**src/rtl/wpsr_pkg.sv**
```systemverilog
// ----------------------------------------------------------------------------
// wpsr_pkg: shared types and constants of the wrapped position stepper rate
// Command and status bundles, request and timer codes, field widths.
// ----------------------------------------------------------------------------
package wpsr_pkg;

    localparam int ENC_W        = 10;
    localparam int ENC_COUNTS   = 1 << ENC_W;
    localparam int DIFF_W       = ENC_W + 2;
    localparam int RATE_W       = 16;
    localparam int GAIN_W       = 8;
    localparam int OFF_W        = 16;
    localparam int SPD_W        = 16;
    localparam int SPD_FRAC     = 15;
    localparam int ERR_W        = 11;
    localparam int PROD_W       = 2 * RATE_W;
    localparam int HP_W         = 19;
    localparam int CNT_W        = $clog2(HP_W);
    localparam int US_PER_SEC   = 1000000;
    localparam int IN_DATA_W    = 56;
    localparam int OUT_DATA_W   = 48;
    localparam int CFG_IDX_W    = 1;
    localparam int CFG_DATA_W   = 16;

    localparam logic [HP_W-1:0]   HALF_US       = HP_W'(US_PER_SEC / 2);
    localparam logic [RATE_W-1:0] MAX_RATE_RST  = RATE_W'(4000);
    localparam logic [GAIN_W-1:0] GAIN_RST      = GAIN_W'(10);
    localparam logic [DIFF_W-1:0] HALF_COUNTS   = DIFF_W'(ENC_COUNTS / 2);
    localparam logic [DIFF_W-1:0] FULL_COUNTS   = DIFF_W'(ENC_COUNTS);

    typedef enum logic [1:0] {
        REQ_POS   = 2'd0,
        REQ_SPEED = 2'd1,
        REQ_INCR  = 2'd2,
        REQ_NONE  = 2'd3
    } t_req;

    typedef enum logic [1:0] {
        ACT_STOP   = 2'd0,
        ACT_START  = 2'd1,
        ACT_UPDATE = 2'd2
    } t_action;

    typedef enum logic [CFG_IDX_W-1:0] {
        CFG_MAX_RATE = 1'd0,
        CFG_GAIN     = 1'd1
    } t_cfg_idx;

    typedef enum logic [2:0] {
        ST_IDLE,
        ST_ERR,
        ST_MUL,
        ST_RATE,
        ST_DIV,
        ST_DONE
    } t_state;

    typedef struct packed {
        logic load;
        logic err;
        logic mul;
        logic rate;
        logic div_step;
        logic load_out;
    } t_ctrl_cmd;

    typedef struct packed {
        logic in_drop;
        logic stop;
        logic div_last;
        logic out_free;
    } t_dp_stat;

endpackage

```
**src/rtl/wrapped_position_stepper_rate.sv**
```systemverilog
// Sequence: an accepted word passes the error, multiply, rate, divide and
//           output load states; a stop result skips the bit-serial divider.
// Input ready is low while a word is in work; a waiting result does not block
// acceptance, but holds the next word in the done state until the output is free.
// Reset: synchronous active low; motor marked stopped, direction low,
//        max_step_rate 4000, position_gain 10. Words of request type 3 are dropped.
// ----------------------------------------------------------------------------
// wrapped_position_stepper_rate: stepper rate controller for a wrapped encoder
// Turns position, incremental and speed commands into timer actions, step rate
// and half period.
// ----------------------------------------------------------------------------
module wrapped_position_stepper_rate
    import wpsr_pkg::*;
(
    input  logic                  i_clk,
    input  logic                  i_rst_n,
    input  logic                  i_s_tvalid,
    output logic                  o_s_tready,
    // target_position, position_offset, speed_value, encoder_sample, zero pad
    input  logic [IN_DATA_W-1:0]  i_s_tdata,
    // req_type
    input  logic [1:0]            i_s_tuser,
    output logic                  o_m_tvalid,
    input  logic                  i_m_tready,
    // direction_level, step_rate, half_period_us, position_error, zero pad
    output logic [OUT_DATA_W-1:0] o_m_tdata,
    // timer_action
    output logic [1:0]            o_m_tuser,
    input  logic                  i_cfg_valid,
    output logic                  o_cfg_ready,
    input  logic [CFG_IDX_W-1:0]  i_cfg_index,
    input  logic [CFG_DATA_W-1:0] i_cfg_data
);

    t_ctrl_cmd cmd;
    t_dp_stat  stat;

    assign o_cfg_ready = 1'b1;

    wpsr_ctrl u_ctrl (
        .i_clk      (i_clk),
        .i_rst_n    (i_rst_n),
        .i_s_tvalid (i_s_tvalid),
        .o_s_tready (o_s_tready),
        .i_stat     (stat),
        .o_cmd      (cmd)
    );

    wpsr_dp u_dp (
        .i_clk       (i_clk),
        .i_rst_n     (i_rst_n),
        .i_cmd       (cmd),
        .o_stat      (stat),
        .i_s_tdata   (i_s_tdata),
        .i_s_tuser   (i_s_tuser),
        .i_cfg_valid (i_cfg_valid),
        .i_cfg_index (i_cfg_index),
        .i_cfg_data  (i_cfg_data),
        .o_m_tvalid  (o_m_tvalid),
        .i_m_tready  (i_m_tready),
        .o_m_tdata   (o_m_tdata),
        .o_m_tuser   (o_m_tuser)
    );

endmodule

```
**src/rtl/wpsr_ctrl.sv**
```systemverilog
// ----------------------------------------------------------------------------
// wpsr_ctrl: command sequencer
// Steps each word that is not dropped through error, multiply, rate, divide and output load.
// ----------------------------------------------------------------------------
module wpsr_ctrl
    import wpsr_pkg::*;
(
    input  logic      i_clk,
    input  logic      i_rst_n,
    input  logic      i_s_tvalid,
    output logic      o_s_tready,
    input  t_dp_stat  i_stat,
    output t_ctrl_cmd o_cmd
);

    t_state r_state;
    t_state n_state;
    logic   accept;

    assign accept = i_s_tvalid && (r_state == ST_IDLE);

    always_ff @(posedge i_clk) begin
        if (!i_rst_n) begin
            r_state <= ST_IDLE;
        end else begin
            r_state <= n_state;
        end
    end

    always_comb begin
        n_state = r_state;
        unique case (r_state)
            ST_IDLE: begin
                if (accept && !i_stat.in_drop) begin
                    n_state = ST_ERR;
                end
            end
            ST_ERR:  n_state = ST_MUL;
            ST_MUL:  n_state = ST_RATE;
            ST_RATE: n_state = ST_DIV;
            ST_DIV: begin
                if (i_stat.stop || i_stat.div_last) begin
                    n_state = ST_DONE;
                end
            end
            ST_DONE: begin
                if (i_stat.out_free) begin
                    n_state = ST_IDLE;
                end
            end
            default: n_state = ST_IDLE;
        endcase
    end

    always_comb begin
        o_cmd      = '0;
        o_s_tready = 1'b0;
        unique case (r_state)
            ST_IDLE: begin
                o_s_tready = 1'b1;
                o_cmd.load = accept;
            end
            ST_ERR:  o_cmd.err  = 1'b1;
            ST_MUL:  o_cmd.mul  = 1'b1;
            ST_RATE: o_cmd.rate = 1'b1;
            ST_DIV:  o_cmd.div_step = !i_stat.stop;
            ST_DONE: o_cmd.load_out = i_stat.out_free;
            default: o_cmd = '0;
        endcase
    end

endmodule

```
**src/rtl/wpsr_dp.sv**
```systemverilog
// ----------------------------------------------------------------------------
// wpsr_dp: datapath
// Wrap error, rate multiply and clamp, bit-serial half period divide,
// motor state and output register.
// ----------------------------------------------------------------------------
module wpsr_dp
    import wpsr_pkg::*;
(
    input  logic                  i_clk,
    input  logic                  i_rst_n,
    input  t_ctrl_cmd             i_cmd,
    output t_dp_stat              o_stat,
    input  logic [IN_DATA_W-1:0]  i_s_tdata,
    input  logic [1:0]            i_s_tuser,
    input  logic                  i_cfg_valid,
    input  logic [CFG_IDX_W-1:0]  i_cfg_index,
    input  logic [CFG_DATA_W-1:0] i_cfg_data,
    output logic                  o_m_tvalid,
    input  logic                  i_m_tready,
    output logic [OUT_DATA_W-1:0] o_m_tdata,
    output logic [1:0]            o_m_tuser
);

    logic [RATE_W-1:0]       r_max_rate;
    logic [GAIN_W-1:0]       r_gain;

    t_req                    r_req;
    logic [ENC_W-1:0]        r_tgt;
    logic [OFF_W-1:0]        r_off;
    logic [SPD_W-1:0]        r_spd;
    logic [ENC_W-1:0]        r_smp;

    logic [RATE_W-1:0]       r_mag;
    logic [ERR_W-1:0]        r_err;
    logic                    r_dir;
    logic [PROD_W-1:0]       r_prod;
    logic [RATE_W-1:0]       r_rate;
    logic                    r_stop;
    logic [RATE_W-1:0]       r_rem;
    logic [HP_W-1:0]         r_quot;
    logic [CNT_W-1:0]        r_cnt;

    logic                    r_motor_stopped;
    logic                    r_dir_state;

    logic                    r_out_valid;
    t_action                 r_out_act;
    logic                    r_out_dir;
    logic [RATE_W-1:0]       r_out_rate;
    logic [HP_W-1:0]         r_out_hp;
    logic [ERR_W-1:0]        r_out_err;

    logic [ENC_W-1:0]        tgt_eff;
    logic [DIFF_W-1:0]       diff;
    logic [DIFF_W-1:0]       dmag;
    logic [DIFF_W-1:0]       wmag;
    logic [DIFF_W-1:0]       werr;
    logic [SPD_W-1:0]        spd_abs;
    logic [RATE_W-1:0]       mul_b;
    logic [RATE_W-1:0]       n_rate;
    logic                    n_stop;
    logic [RATE_W:0]         rem_sh;
    logic [RATE_W:0]         rem_sub;
    logic                    rem_ge;
    logic                    is_speed;

    assign is_speed = (r_req == REQ_SPEED);

    always_ff @(posedge i_clk) begin
        if (!i_rst_n) begin
            r_max_rate <= MAX_RATE_RST;
            r_gain     <= GAIN_RST;
        end else if (i_cfg_valid) begin
            unique case (t_cfg_idx'(i_cfg_index))
                CFG_MAX_RATE: r_max_rate <= i_cfg_data;
                CFG_GAIN:     r_gain     <= i_cfg_data[GAIN_W-1:0];
                default:      r_gain     <= r_gain;
            endcase
        end
    end

    always_ff @(posedge i_clk) begin
        if (i_cmd.load) begin
            r_req <= t_req'(i_s_tuser);
            r_tgt <= i_s_tdata[ENC_W-1:0];
            r_off <= i_s_tdata[ENC_W +: OFF_W];
            r_spd <= i_s_tdata[ENC_W+OFF_W +: SPD_W];
            r_smp <= i_s_tdata[ENC_W+OFF_W+SPD_W +: ENC_W];
        end
    end

    always_comb begin
        tgt_eff = (r_req == REQ_INCR) ? (r_smp + r_off[ENC_W-1:0]) : r_tgt;
        diff    = {2'b00, tgt_eff} - {2'b00, r_smp};
        dmag    = diff[DIFF_W-1] ? (DIFF_W'(0) - diff) : diff;
        wmag    = dmag;
        werr    = diff;
        if (dmag > HALF_COUNTS) begin
            wmag = FULL_COUNTS - dmag;
            werr = diff[DIFF_W-1] ? wmag : (DIFF_W'(0) - wmag);
        end
        spd_abs = r_spd[SPD_W-1] ? (SPD_W'(0) - r_spd) : r_spd;
    end

    always_ff @(posedge i_clk) begin
        if (i_cmd.err) begin
            if (is_speed) begin
                r_mag <= spd_abs;
                r_err <= '0;
                r_dir <= !r_spd[SPD_W-1];
            end else begin
                r_mag <= RATE_W'(wmag);
                r_err <= werr[ERR_W-1:0];
                r_dir <= werr[DIFF_W-1] || (werr == '0);
            end
        end
    end

    assign mul_b = is_speed ? r_max_rate : RATE_W'(r_gain);

    always_ff @(posedge i_clk) begin
        if (i_cmd.mul) begin
            r_prod <= r_mag * mul_b;
        end
    end

    always_comb begin
        if (is_speed) begin
            n_stop = (r_mag == '0);
            n_rate = r_prod[SPD_FRAC +: RATE_W];
            if (n_rate == '0) begin
                n_rate = RATE_W'(1);
            end
        end else begin
            n_rate = (r_prod > PROD_W'(r_max_rate)) ? r_max_rate : r_prod[RATE_W-1:0];
            n_stop = (r_mag <= RATE_W'(1)) || (n_rate == '0);
        end
    end

    assign rem_sh  = {r_rem, HALF_US[r_cnt]};
    assign rem_ge  = (rem_sh >= {1'b0, r_rate});
    assign rem_sub = rem_sh - {1'b0, r_rate};

    always_ff @(posedge i_clk) begin
        if (i_cmd.rate) begin
            r_rate <= n_rate;
            r_stop <= n_stop;
            r_rem  <= '0;
            r_quot <= '0;
            r_cnt  <= CNT_W'(HP_W - 1);
        end else if (i_cmd.div_step) begin
            r_rem  <= rem_ge ? rem_sub[RATE_W-1:0] : rem_sh[RATE_W-1:0];
            r_quot <= {r_quot[HP_W-2:0], rem_ge};
            r_cnt  <= r_cnt - CNT_W'(1);
        end
    end

    always_ff @(posedge i_clk) begin
        if (!i_rst_n) begin
            r_motor_stopped <= 1'b1;
            r_dir_state     <= 1'b0;
        end else if (i_cmd.load_out) begin
            r_motor_stopped <= r_stop;
            if (!r_stop) begin
                r_dir_state <= r_dir;
            end
        end
    end

    always_ff @(posedge i_clk) begin
        if (!i_rst_n) begin
            r_out_valid <= 1'b0;
        end else if (i_cmd.load_out) begin
            r_out_valid <= 1'b1;
        end else if (i_m_tready) begin
            r_out_valid <= 1'b0;
        end
    end

    always_ff @(posedge i_clk) begin
        if (i_cmd.load_out) begin
            r_out_err <= r_err;
            if (r_stop) begin
                r_out_act  <= ACT_STOP;
                r_out_dir  <= r_dir_state;
                r_out_rate <= '0;
                r_out_hp   <= '0;
            end else begin
                r_out_act  <= r_motor_stopped ? ACT_START : ACT_UPDATE;
                r_out_dir  <= r_dir;
                r_out_rate <= r_rate;
                r_out_hp   <= r_quot;
            end
        end
    end

    assign o_stat.in_drop  = (t_req'(i_s_tuser) == REQ_NONE);
    assign o_stat.stop     = r_stop;
    assign o_stat.div_last = (r_cnt == '0);
    assign o_stat.out_free = !r_out_valid || i_m_tready;

    assign o_m_tvalid = r_out_valid;
    assign o_m_tuser  = r_out_act;
    assign o_m_tdata  = {1'b0, r_out_err, r_out_hp, r_out_rate, r_out_dir};

endmodule

```
**config.mk**
```make
export PLATFORM = sky130hd
export DESIGN_NAME = wrapped_position_stepper_rate
export DESIGN_NICKNAME = d
export VERILOG_FILES = /design/src/rtl/wpsr_pkg.sv /design/src/rtl/wrapped_position_stepper_rate.sv /design/src/rtl/wpsr_ctrl.sv /design/src/rtl/wpsr_dp.sv
export SDC_FILE = /design/constraint.sdc
export NUM_CORES = 1
export LEC_CHECK = 0
export BUFFER_PORTS_ARGS = -buffer_cell sky130_fd_sc_hd__buf_2
export CORE_AREA = 5 5 299 228
export CTS_CLUSTER_DIAMETER = 100
export CTS_CLUSTER_SIZE = 16
export DETAILED_ROUTE_END_ITERATION = 10
export DIE_AREA = 0 0 304 233
export MAX_ROUTING_LAYER = met4
export SYNTH_ARGS = -nofsm -noshare
export SYNTH_HDL_FRONTEND = slang
export SYNTH_SLANG_ARGS = --single-unit
```
**constraint.sdc**
```tcl
create_clock -name i_clk -period 15.7 [get_ports i_clk]
set_clock_uncertainty 0.05 [all_clocks]
set_input_delay 3.14 -clock i_clk [delete_from_list [all_inputs] [get_ports i_clk]]
set_output_delay 3.14 -clock i_clk [all_outputs]
set_load 0.02 [all_outputs]
```
==> metrics.cfg, run 1 <==
[status]
status=finished clean

[cts]
cts-root-buf=clkbuf_16
holdBufCountCts=0
htree_num_levels=1
tritoncts=done
clk_latency_ns=0.52
ctsResizeCount=0
clk_pin_slew_ns=0.08
postCtsSetupRepairBufs=0
cts_buffers=19
cts.path.max_buffers=3
cts.sinks=245

[critical_path]
critPathSlowestCell=o21ai_2
critPathKind=flip-flop to flip-flop
reg2reg_from=u_dp.r_req[1]
crit_fanout=42
arrival_ns=8.63
rr_endpoint=u_dp.r_prod[30]
setup.worst_path.end_class=flip-flop
rrSetupSlack_ns=7.32
start_kind=flip-flop
cp_common_cell=fa_1
crit_required_ns=15.96
worstPathCellList=nand2b_1, buf_4, o21ai_2, nand2_1, fa_1, inv_1, fa_1, inv_1, fa_1, fa_1, inv_1, fa_1, fa_1, ha_1, and2_1, a32o_1, o311ai_0, a21oi_1, or2_2, nand2_1, a311oi_1, o21a_1, o21a_1, o311ai_0
reg2reg_depth=24
cp_top_family=adder cells
slowest_delay_ns=0.80
cp_num_buf_inv=4

[timing]
worst_slew_pin_slew_ns=1.11
finalSetupTns_ns=0
maxSlewViolCount=0
slew-limit-headroom_pct=26.0
finalHoldViolations=0
setup_viol=0
rsz0062_at_grt=false
layout_min_cycle_time_ns=8.38
clock.fmax_mhz=119
timing.final.crit_share_pct=53.4

[global_routing]
antenna_found_initial=0
grt_remaining_overflow=0
grt_pass1_vias=15990
grt_start_max_net_pins=62
grt.total_usage_pct=16.0
grt_pass1_wl_um=88800

[floorplan]
fp-row-count=81
initial_utilization_pct=32.7
fp.coreArea_sq_mm=0.0648
die_h_um=233
die-width_um=304
die-area_sq_mm=0.0708
ios=133

[worst_hold_path]
min_path_cells=0
worstHoldPathType=flip-flop to flip-flop
min-delay-start=u_dp.r_err[4]
holdPathEnd=u_dp.r_out_err[4]

[finish]
nets=2708
syn_to_final_growth_pct=10.0
drive_gt1_share_pct=9.72

[synth]
yosysWarnings=0
syn_area_sq_mm=0.0211
ys_types=91
seq_area_frac_synth_pct=31.4
ys.flop_type=edfxtp_1
synth-edff-count=174
synth_top_area_share_pct=24.7
syn_inst=2199
syn_area_per_cell_sq_um=9.62
yosysTopAreaCell=edfxtp_1
ys_async_sr_fraction_pct=0
ys_ff_latch=245
synth_nets=2636
synth_area_leaders=edfxtp_1, fa_1, ha_1

[placed_design]
dp_hpwl_um=43000
port_buffers=120
gp_congestion=0.916

[run]
max-cap-violations=0

[routing]
routedWlPerCell_um=17.6
routed_wl_um=55700
vias_per_cell=5.06
vias=15969
drc=0
drtIter0Drc=1234
postRouteAntennaNets=0
drtPass1Iterations=5

layer usage:
layer	GRT usage, %	part of all wire, %
met1	23.3	48
met2	22.6	41
met3	4.18	9.7
met4	2.63	1.4
met5	-	0
cells in the mapped netlist (all sizes together), types with 3 or more instances:
| master | n |
|---|---|
| nand3 | 26 |
| a21o | 17 |
| a31oi | 8 |
| a21oi | 81 |
| xnor2 | 64 |
| xor2 | 30 |
| nor3 | 32 |
| o41ai | 3 |
| fa | 197 |
| and3 | 56 |
| mux2i | 37 |
| ha | 160 |
| and2 | 58 |
| o22ai | 6 |
| a211o | 4 |
| o211a | 4 |
| buf | 14 |
| a31o | 4 |
| nor2 | 104 |
| a21boi | 21 |
| o2111ai | 5 |
| o31ai | 12 |
| edfxtp | 174 |
| nand3b | 5 |
| nor3b | 4 |
| o21bai | 9 |
| nor4 | 20 |
| o311ai | 5 |
| a211oi | 11 |
| o21a | 19 |
| nand4 | 17 |
| nand2 | 335 |
| o211ai | 15 |
| inv | 287 |
| nand2b | 10 |
| nor2b | 36 |
| dfxtp | 71 |
| clkbuf | 85 |
| o21ai | 91 |
| or2 | 8 |
| mux2 | 6 |
| a2111oi | 7 |
| or3 | 9 |
flip-flops by register name, summed over array words and instances (netlist names), 11 cells and up:
register / cells
u_dp.r_max_rate: 16
u_dp.r_rate: 16
u_dp.r_out_hp: 19
u_dp.r_out_err: 11
u_dp.r_err: 11
u_dp.r_spd: 16
u_dp.r_rem: 16
u_dp.r_out_rate: 16
u_dp.r_quot: 19
u_dp.r_mag: 16
u_dp.r_prod: 32
layout make-up:
class	count	area, sq um
sequential	245	6650
inverter	288	1080
multi-input combinational	1567	13100
tap	871	1090
fill	6481	41500
antenna	1	2.50
clock buffer	32	524
clock inverter	2	25.0
timing repair buffer	150	826
worst max-delay path by stage:
stage / end / slack [ns] / startpoint / depth (start not counted)
detailed placement: u_dp.r_prod[30] / 7.41 / u_dp.r_req[1] / 24
CTS: u_dp.r_prod[30] / 7.37 / u_dp.r_req[1] / 24
floorplan: u_dp.r_prod[30] / 8.41 / u_dp.r_req[1] / 25
global placement: u_dp.r_prod[30] / 7.49 / u_dp.r_req[1] / 27
finish: u_dp.r_prod[30] / 7.32 / u_dp.r_req[1] / 24
global route: u_dp.r_prod[30] / 6.72 / u_dp.r_req[1] / 27
per-stage QoR:
step                      utilization, %  cells  instance area, sq um  hold WS, ns  setup slack, ns
after floorplan                        -   2199                 21100        0.350             8.41
after global placement              35.1   3121                 22700        0.357             7.49
after detailed placement            35.1   3121                 22700        0.355             7.41
after CTS                           35.9   3155                 23300        0.375             7.37
after global routing                35.9   3155                 23300        0.386             6.72
final                               35.9   3156                 23300        0.369             7.32
kinds of logic after synthesis:
group | share of synthesized area (%)
xor gates and xnor gates | 4.00
buffers and inverters | 7.03
AOI/OAI and AO/OA | 11.0
and+or+nand+nor | 16.3
muxes | 2.09
DFF | 31.4
other | 0.0355
adders and majority gates | 28.1
cell usage in the layout (no fill, tap or decap), types with 10 or more instances in the layout:
| cell | n |
|---|---|
| a211oi_1 | 10 |
| a21boi_0 | 21 |
| a21o_1 | 17 |
| a21oi_1 | 81 |
| and2_1 | 57 |
| and3_1 | 56 |
| buf_2 | 120 |
| buf_4 | 30 |
| clkbuf_1 | 13 |
| clkbuf_16 | 19 |
| dfxtp_1 | 71 |
| edfxtp_1 | 174 |
| fa_1 | 197 |
| ha_1 | 160 |
| inv_1 | 287 |
| mux2i_1 | 36 |
| nand2_1 | 333 |
| nand2b_1 | 10 |
| nand3_1 | 26 |
| nand4_1 | 17 |
| nor2_1 | 102 |
| nor2b_1 | 32 |
| nor3_1 | 30 |
| nor4_1 | 20 |
| o211ai_1 | 15 |
| o21a_1 | 19 |
| o21ai_0 | 83 |
| o31ai_1 | 11 |
| xnor2_1 | 63 |
| xor2_1 | 28 |
Power of run 1 is left out: the tool's default activity adds up to more than one toggle a clock period on the data nets, which glitch-free logic cannot reach.
==> inputs of run 2 (changes only) <==
==> constraint.sdc (replaced) <==
create_clock -name i_clk -period 6.86 [get_ports i_clk]
set_clock_uncertainty 0.05 [all_clocks]
set_input_delay 1.372 -clock i_clk [delete_from_list [all_inputs] [get_ports i_clk]]
set_output_delay 1.372 -clock i_clk [all_outputs]
set_load 0.02 [all_outputs]
==> run 2 against run 1 <==
Sequential share of layout area fell by 2.3 points. Design area increased by 8.6%. Utilization up 3.1 points. The flow now finishes with violations (negative setup slack). Sequential cell count did not move. Wire length rose by 5.6%. Highest routed layer unchanged. Critical path depth rose by 5. First-iteration DRC count barely moved. Cell count increased by 5.5%. Via count up 4.9%. Maximum frequency is 21% higher.
==> metrics.cfg, run 2 (synthesis results as in run 1) <==
[status]
status=finished, violations left
violations=negative setup slack

[global_routing]
antenna_found_initial=0
grt_start_max_net_pins=54
grt_remaining_overflow=0
grt.total_usage_pct=16.9
grt_pass1_wl_um=94400
grt_pass1_vias=16997

[critical_path]
critPathSlowestCell=fa_2
setup.worst_path.end_class=flip-flop
cp_top_family=adder cells
crit_required_ns=7.07
slowest_delay_ns=0.57
cp_num_buf_inv=8
start_kind=flip-flop
crit_fanout=7
critPathKind=flip-flop to flip-flop
arrival_ns=7.10

[timing]
rsz0062_at_grt=true
timing.final.crit_share_pct=101
layout_min_cycle_time_ns=6.90
finalSetupTns_ns=-0.0381
maxSlewViolCount=0
finalHoldViolations=0
slew-limit-headroom_pct=21.0
holdWs_ns=0.368
setup_viol=2
fin_ws_ns=-0.0368
clock.fmax_mhz=145
worst_slew_pin_slew_ns=1.18

[cts]
cts_buffers=19
cts-root-buf=clkbuf_16
clk_latency_ns=0.53
cts.sinks=245
cts.path.max_buffers=3
htree_num_levels=1
holdBufCountCts=0
tritoncts=done
clk_pin_slew_ns=0.08

[finish]
layout_commonest_cell=nand2_1
syn_to_final_growth_pct=19.5
largest_register_ff_count=32
mostFrequentLayoutCells=nand2_1, inv_1, fa_1
top_register=u_dp.r_prod
largestRegisters=u_dp.r_prod x32, u_dp.r_out_hp x19, u_dp.r_quot x19
n_antenna_cell=0
drive_gt1_share_pct=19.6
nets=2882
fin_cells=3329

[floorplan]
ios=133
fp.coreArea_sq_mm=0.0648
die-width_um=304
die-area_sq_mm=0.0708
die_h_um=233
fp-row-count=81
initial_utilization_pct=32.7

[worst_hold_path]
worstHoldPathType=flip-flop to flip-flop

[routing]
drtIter0Drc=1233
vias=16748
drtPass1Iterations=5
postRouteAntennaNets=0
drc=0
vias_per_cell=5.03
routedWlPerCell_um=17.7
routed_wl_um=58800

[placed_design]
gp_congestion=0.909
dp_cells=3251
dp_hpwl_um=46100
port_buffers=120

[run]
max-cap-violations=0

run 2: cell count changes in the layout (fill, tap and decap cells not counted), moves of 9 or more:
cell / delta
nand2_1: -20
buf_4: +137
buf_12: +10
inv_1: -9
buf_6: +21
inv_2: +9
o21ai_0: -10
nand2_2: +16
ha_1: -15
ha_4: +9
run 2: layer usage:
layer	track usage, %	wire length [um]	vias up
met5	-	0	-
met4	2.26	711	0
met3	2.64	4230	56
met2	24.3	24400	556
met1	25.6	29500	8282
li1	-	-	7854
run 2: worst paths after layout:
| path | startpoint | cells after the start | slack (ns) | endpoint |
|---|---|---|---|---|
| worst max-delay path | u_dp.r_req[1] | 29 | -0.04 | u_dp.r_prod[30] |
| worst min-delay path | u_dp.r_err[7] | 0 | 0.37 | u_dp.r_out_err[7] |
| worst max register to register | u_dp.r_req[1] | 29 | -0.04 | u_dp.r_prod[30] |
| worst min register to register | u_dp.r_err[7] | 0 | 0.37 | u_dp.r_out_err[7] |
run 2: layout make-up:
cell class / instances / area, sq um
Fill cell: 6334 / 39500
Multi-Input combinational cell: 1569 / 13500
Clock buffer: 31 / 520
Sequential cell: 245 / 6650
Clock inverter: 3 / 23.8
Tap cell: 871 / 1090
Timing Repair Buffer: 322 / 2360
Inverter: 288 / 1080
run 2: per-stage QoR:
stage	util, %	setup slack [ns]	cell area (sq um)
after global placement	36.8	-0.337	23800
after floorplan	-	0.0405	21300
after CTS	38.6	-0.0547	25000
after global routing	39.0	-0.266	25300
after detailed placement	36.8	-0.388	23800
final	39.0	-0.0368	25300
run 2: worst register-to-register path: cells and delay by family, from the launching register on:
| family | cells | cell delay, ns |
|---|---|---|
| AOI/OAI and AO/OA | 8 | 1.21 |
| adders and majority gates | 7 | 3.30 |
| buffers and inverters | 8 | 0.73 |
| DFF | 1 | 0.43 |
| and+or+nand+nor | 6 | 0.90 |
run 2: what timing repair did:
action	in CTS	in global routing
setup buffers	25	14
hold endpoints to repair	0	0
resized for setup	87	49
gates cloned	7	0
pin swaps	58	45
endpoints found under the setup margin	7	15
Power of run 2 is left out for the same reason.
==> inputs of run 3 (changes only) <==
--- a/config.mk
+++ b/config.mk
@@ -7,6 +7,7 @@
 export LEC_CHECK = 0
 export BUFFER_PORTS_ARGS = -buffer_cell sky130_fd_sc_hd__buf_2
 export CORE_AREA = 5 5 299 228
+export CTS_BUF_LIST = sky130_fd_sc_hd__clkbuf_16
 export CTS_CLUSTER_DIAMETER = 100
 export CTS_CLUSTER_SIZE = 16
 export DETAILED_ROUTE_END_ITERATION = 10
==> constraint.sdc (replaced) <==
create_clock -name i_clk -period 6.5 [get_ports i_clk]
set_clock_uncertainty 0.05 [all_clocks]
set_input_delay 1.3 -clock i_clk [delete_from_list [all_inputs] [get_ports i_clk]]
set_output_delay 1.3 -clock i_clk [all_outputs]
set_load 0.02 [all_outputs]
==> run 3 against run 2 <==
The run still ends with negative setup slack left. Critical path type unchanged. Critical path depth is 5 lower. Maximum frequency about the same. Utilization up 0.79 points. Highest routed layer unchanged. Sequential cell count unchanged. Wire length rose by 3.5%. Design area increased by 2.0%. Via count is 1.0% higher. Register-to-register slack got worse by 0.36 ns. Largest cell class unchanged. Sequential share of layout area fell by 0.52 points. Worst hold slack improved by 0.010 ns. Non-clock buffer count grew 61.
==> metrics.cfg, run 3 (synthesis results as in run 1) <==
[status]
status=finished, violations left
violations=negative setup slack

[global_routing]
grt_start_max_net_pins=54
grt.total_usage_pct=17.2
grt_pass1_wl_um=94700
grt_pass1_vias=17076
grt_remaining_overflow=0
antenna_found_initial=2

[floorplan]
die_h_um=233
die-width_um=304
ios=133
die-area_sq_mm=0.0708
fp-row-count=81
initial_utilization_pct=32.7
fp.coreArea_sq_mm=0.0648

[cts]
cts_buffers=19
clk_latency_ns=0.53
htree_num_levels=1
tritoncts=done
holdBufCountCts=0
cts.path.max_buffers=3
cts-root-buf=clkbuf_16
cts.sinks=245
clk_pin_slew_ns=0.08

[finish]
top_register=u_dp.r_prod
layout_commonest_cell=nand2_1
fillers=6316
largestRegisters=u_dp.r_prod x32, u_dp.r_out_hp x19, u_dp.r_quot x19
largest_register_ff_count=32
drive_gt1_share_pct=21.3
mostFrequentLayoutCells=nand2_1, inv_1, buf_4
syn_to_final_growth_pct=21.9
nets=2942

[placed_design]
port_buffers=120
dp_hpwl_um=48100
pre_cts_ws_ns=-0.710
gp_congestion=0.929

[routing]
vias_per_cell=4.99
routedWlPerCell_um=18.0
routed_wl_um=60900
drtPass1Iterations=5
postRouteAntennaNets=0
vias=16920
drtIter0Drc=1423
drc=0

[critical_path]
crit_required_ns=6.73
reg2reg_depth=24
setup.worst_path.end_class=flip-flop
rr_endpoint=u_dp.r_prod[31]
reg2reg_from=u_dp.r_req[1]
critPathKind=flip-flop to flip-flop
worstSetupStartpoint=u_dp.r_req[1]
rrSetupSlack_ns=-0.39
endpoint=u_dp.r_prod[31]
start_kind=flip-flop
crit_fanout=6
arrival_ns=7.12

[timing]
setup_viol=5
finalHoldViolations=0
fin_ws_ns=-0.393
slew-limit-headroom_pct=33.9
layout_min_cycle_time_ns=6.89
timing.final.crit_share_pct=106
rsz0062_at_grt=true
worst_slew_pin_slew_ns=0.987
clock.fmax_mhz=145
maxSlewViolCount=0
finalSetupTns_ns=-1.36

[run]
max-cap-violations=0

[worst_hold_path]
worstHoldPathType=flip-flop to flip-flop

-- run 3: cell types whose count changed in the layout (fill, tap and decap cells not counted), sizes merged, moves of 2 or more --
| cell | before | now |
|---|---|---|
| inv | 288 | 300 |
| buf | 321 | 382 |
| clkinvlp | 2 | 0 |
| clkbuf | 31 | 20 |
| diode | 0 | 2 |
-- run 3: layout make-up --
cell class / instances / area (sq um) / share of cell area (%)
Multi-Input combinational cell: 1568 / 13600 / 52.7
Tap cell: 871 / 1090 / 4.23
Clock inverter: 14 / 63.8 / 0.248
Clock buffer: 19 / 475 / 1.84
Inverter: 288 / 1080 / 4.19
Timing Repair Buffer: 383 / 2820 / 11.0
Sequential cell: 245 / 6650 / 25.8
Antenna cell: 2 / 5.00 / 0.0194
-- run 3: metal layers --
layer	part of all wire, %	up-vias	global-route usage (%)
met3	10	83	4.93
met1	47	8248	24.6
met2	42	628	24.8
met5	0	-	-
li1	-	7961	-
met4	1.3	0	2.35
-- run 3: repair_timing --
action | CTS | global route
pin swaps | 10 | 57
endpoints found under the setup margin | 20 | 22
setup buffers | 11 | 27
gates resized for setup | 30 | 74
cloned | 1 | 2
-- run 3: how the worst min path moves through the flow --
stage,start,endpoint,slack (ns),depth (start not counted)
final,u_dp.r_err[2],u_dp.r_out_err[2],0.38,0
after global routing,u_dp.r_err[8],u_dp.r_out_err[8],0.39,0
after CTS,u_dp.r_err[8],u_dp.r_out_err[8],0.37,0
after detailed placement,u_dp.r_err[2],u_dp.r_out_err[2],0.36,0
after global placement,u_dp.r_err[0],u_dp.r_out_err[0],0.36,0
after floorplan,u_dp.r_err[0],u_dp.r_out_err[0],0.35,0
-- run 3: worst max-delay path, stage by stage, from the launching register on --
cell and delay, ns:
edfxtp_1 0.40, buf_6 0.14, nand2b_4 0.17, buf_6 0.13, o21ai_4 0.20, buf_12 0.17
buf_6 0.11, nand2_1 0.06, fa_1 0.51, inv_1 0.05, fa_1 0.56, fa_1 0.45
fa_1 0.52, fa_1 0.45, fa_1 0.61, ha_4 0.22, o21a_1 0.21, o21ai_2 0.18
a21o_1 0.16, o21ai_4 0.08, a221o_1 0.40, a211o_1 0.32, a31o_2 0.25, a21oi_2 0.12
xnor2_1 0.07
-- run 3: metrics by stage --
| stage | cells | hold WS, ns | instance area, sq um | utilization [%] |
|---|---|---|---|---|
| after floorplan | 2199 | 0.350 | 21400 | - |
| after global placement | 3314 | 0.355 | 24500 | 37.8 |
| after detailed placement | 3314 | 0.363 | 24500 | 37.8 |
| after CTS | 3359 | 0.374 | 25200 | 39.0 |
| after global routing | 3390 | 0.391 | 25800 | 39.8 |
| final | 3390 | 0.379 | 25800 | 39.8 |
Power of run 3 is left out for the same reason.
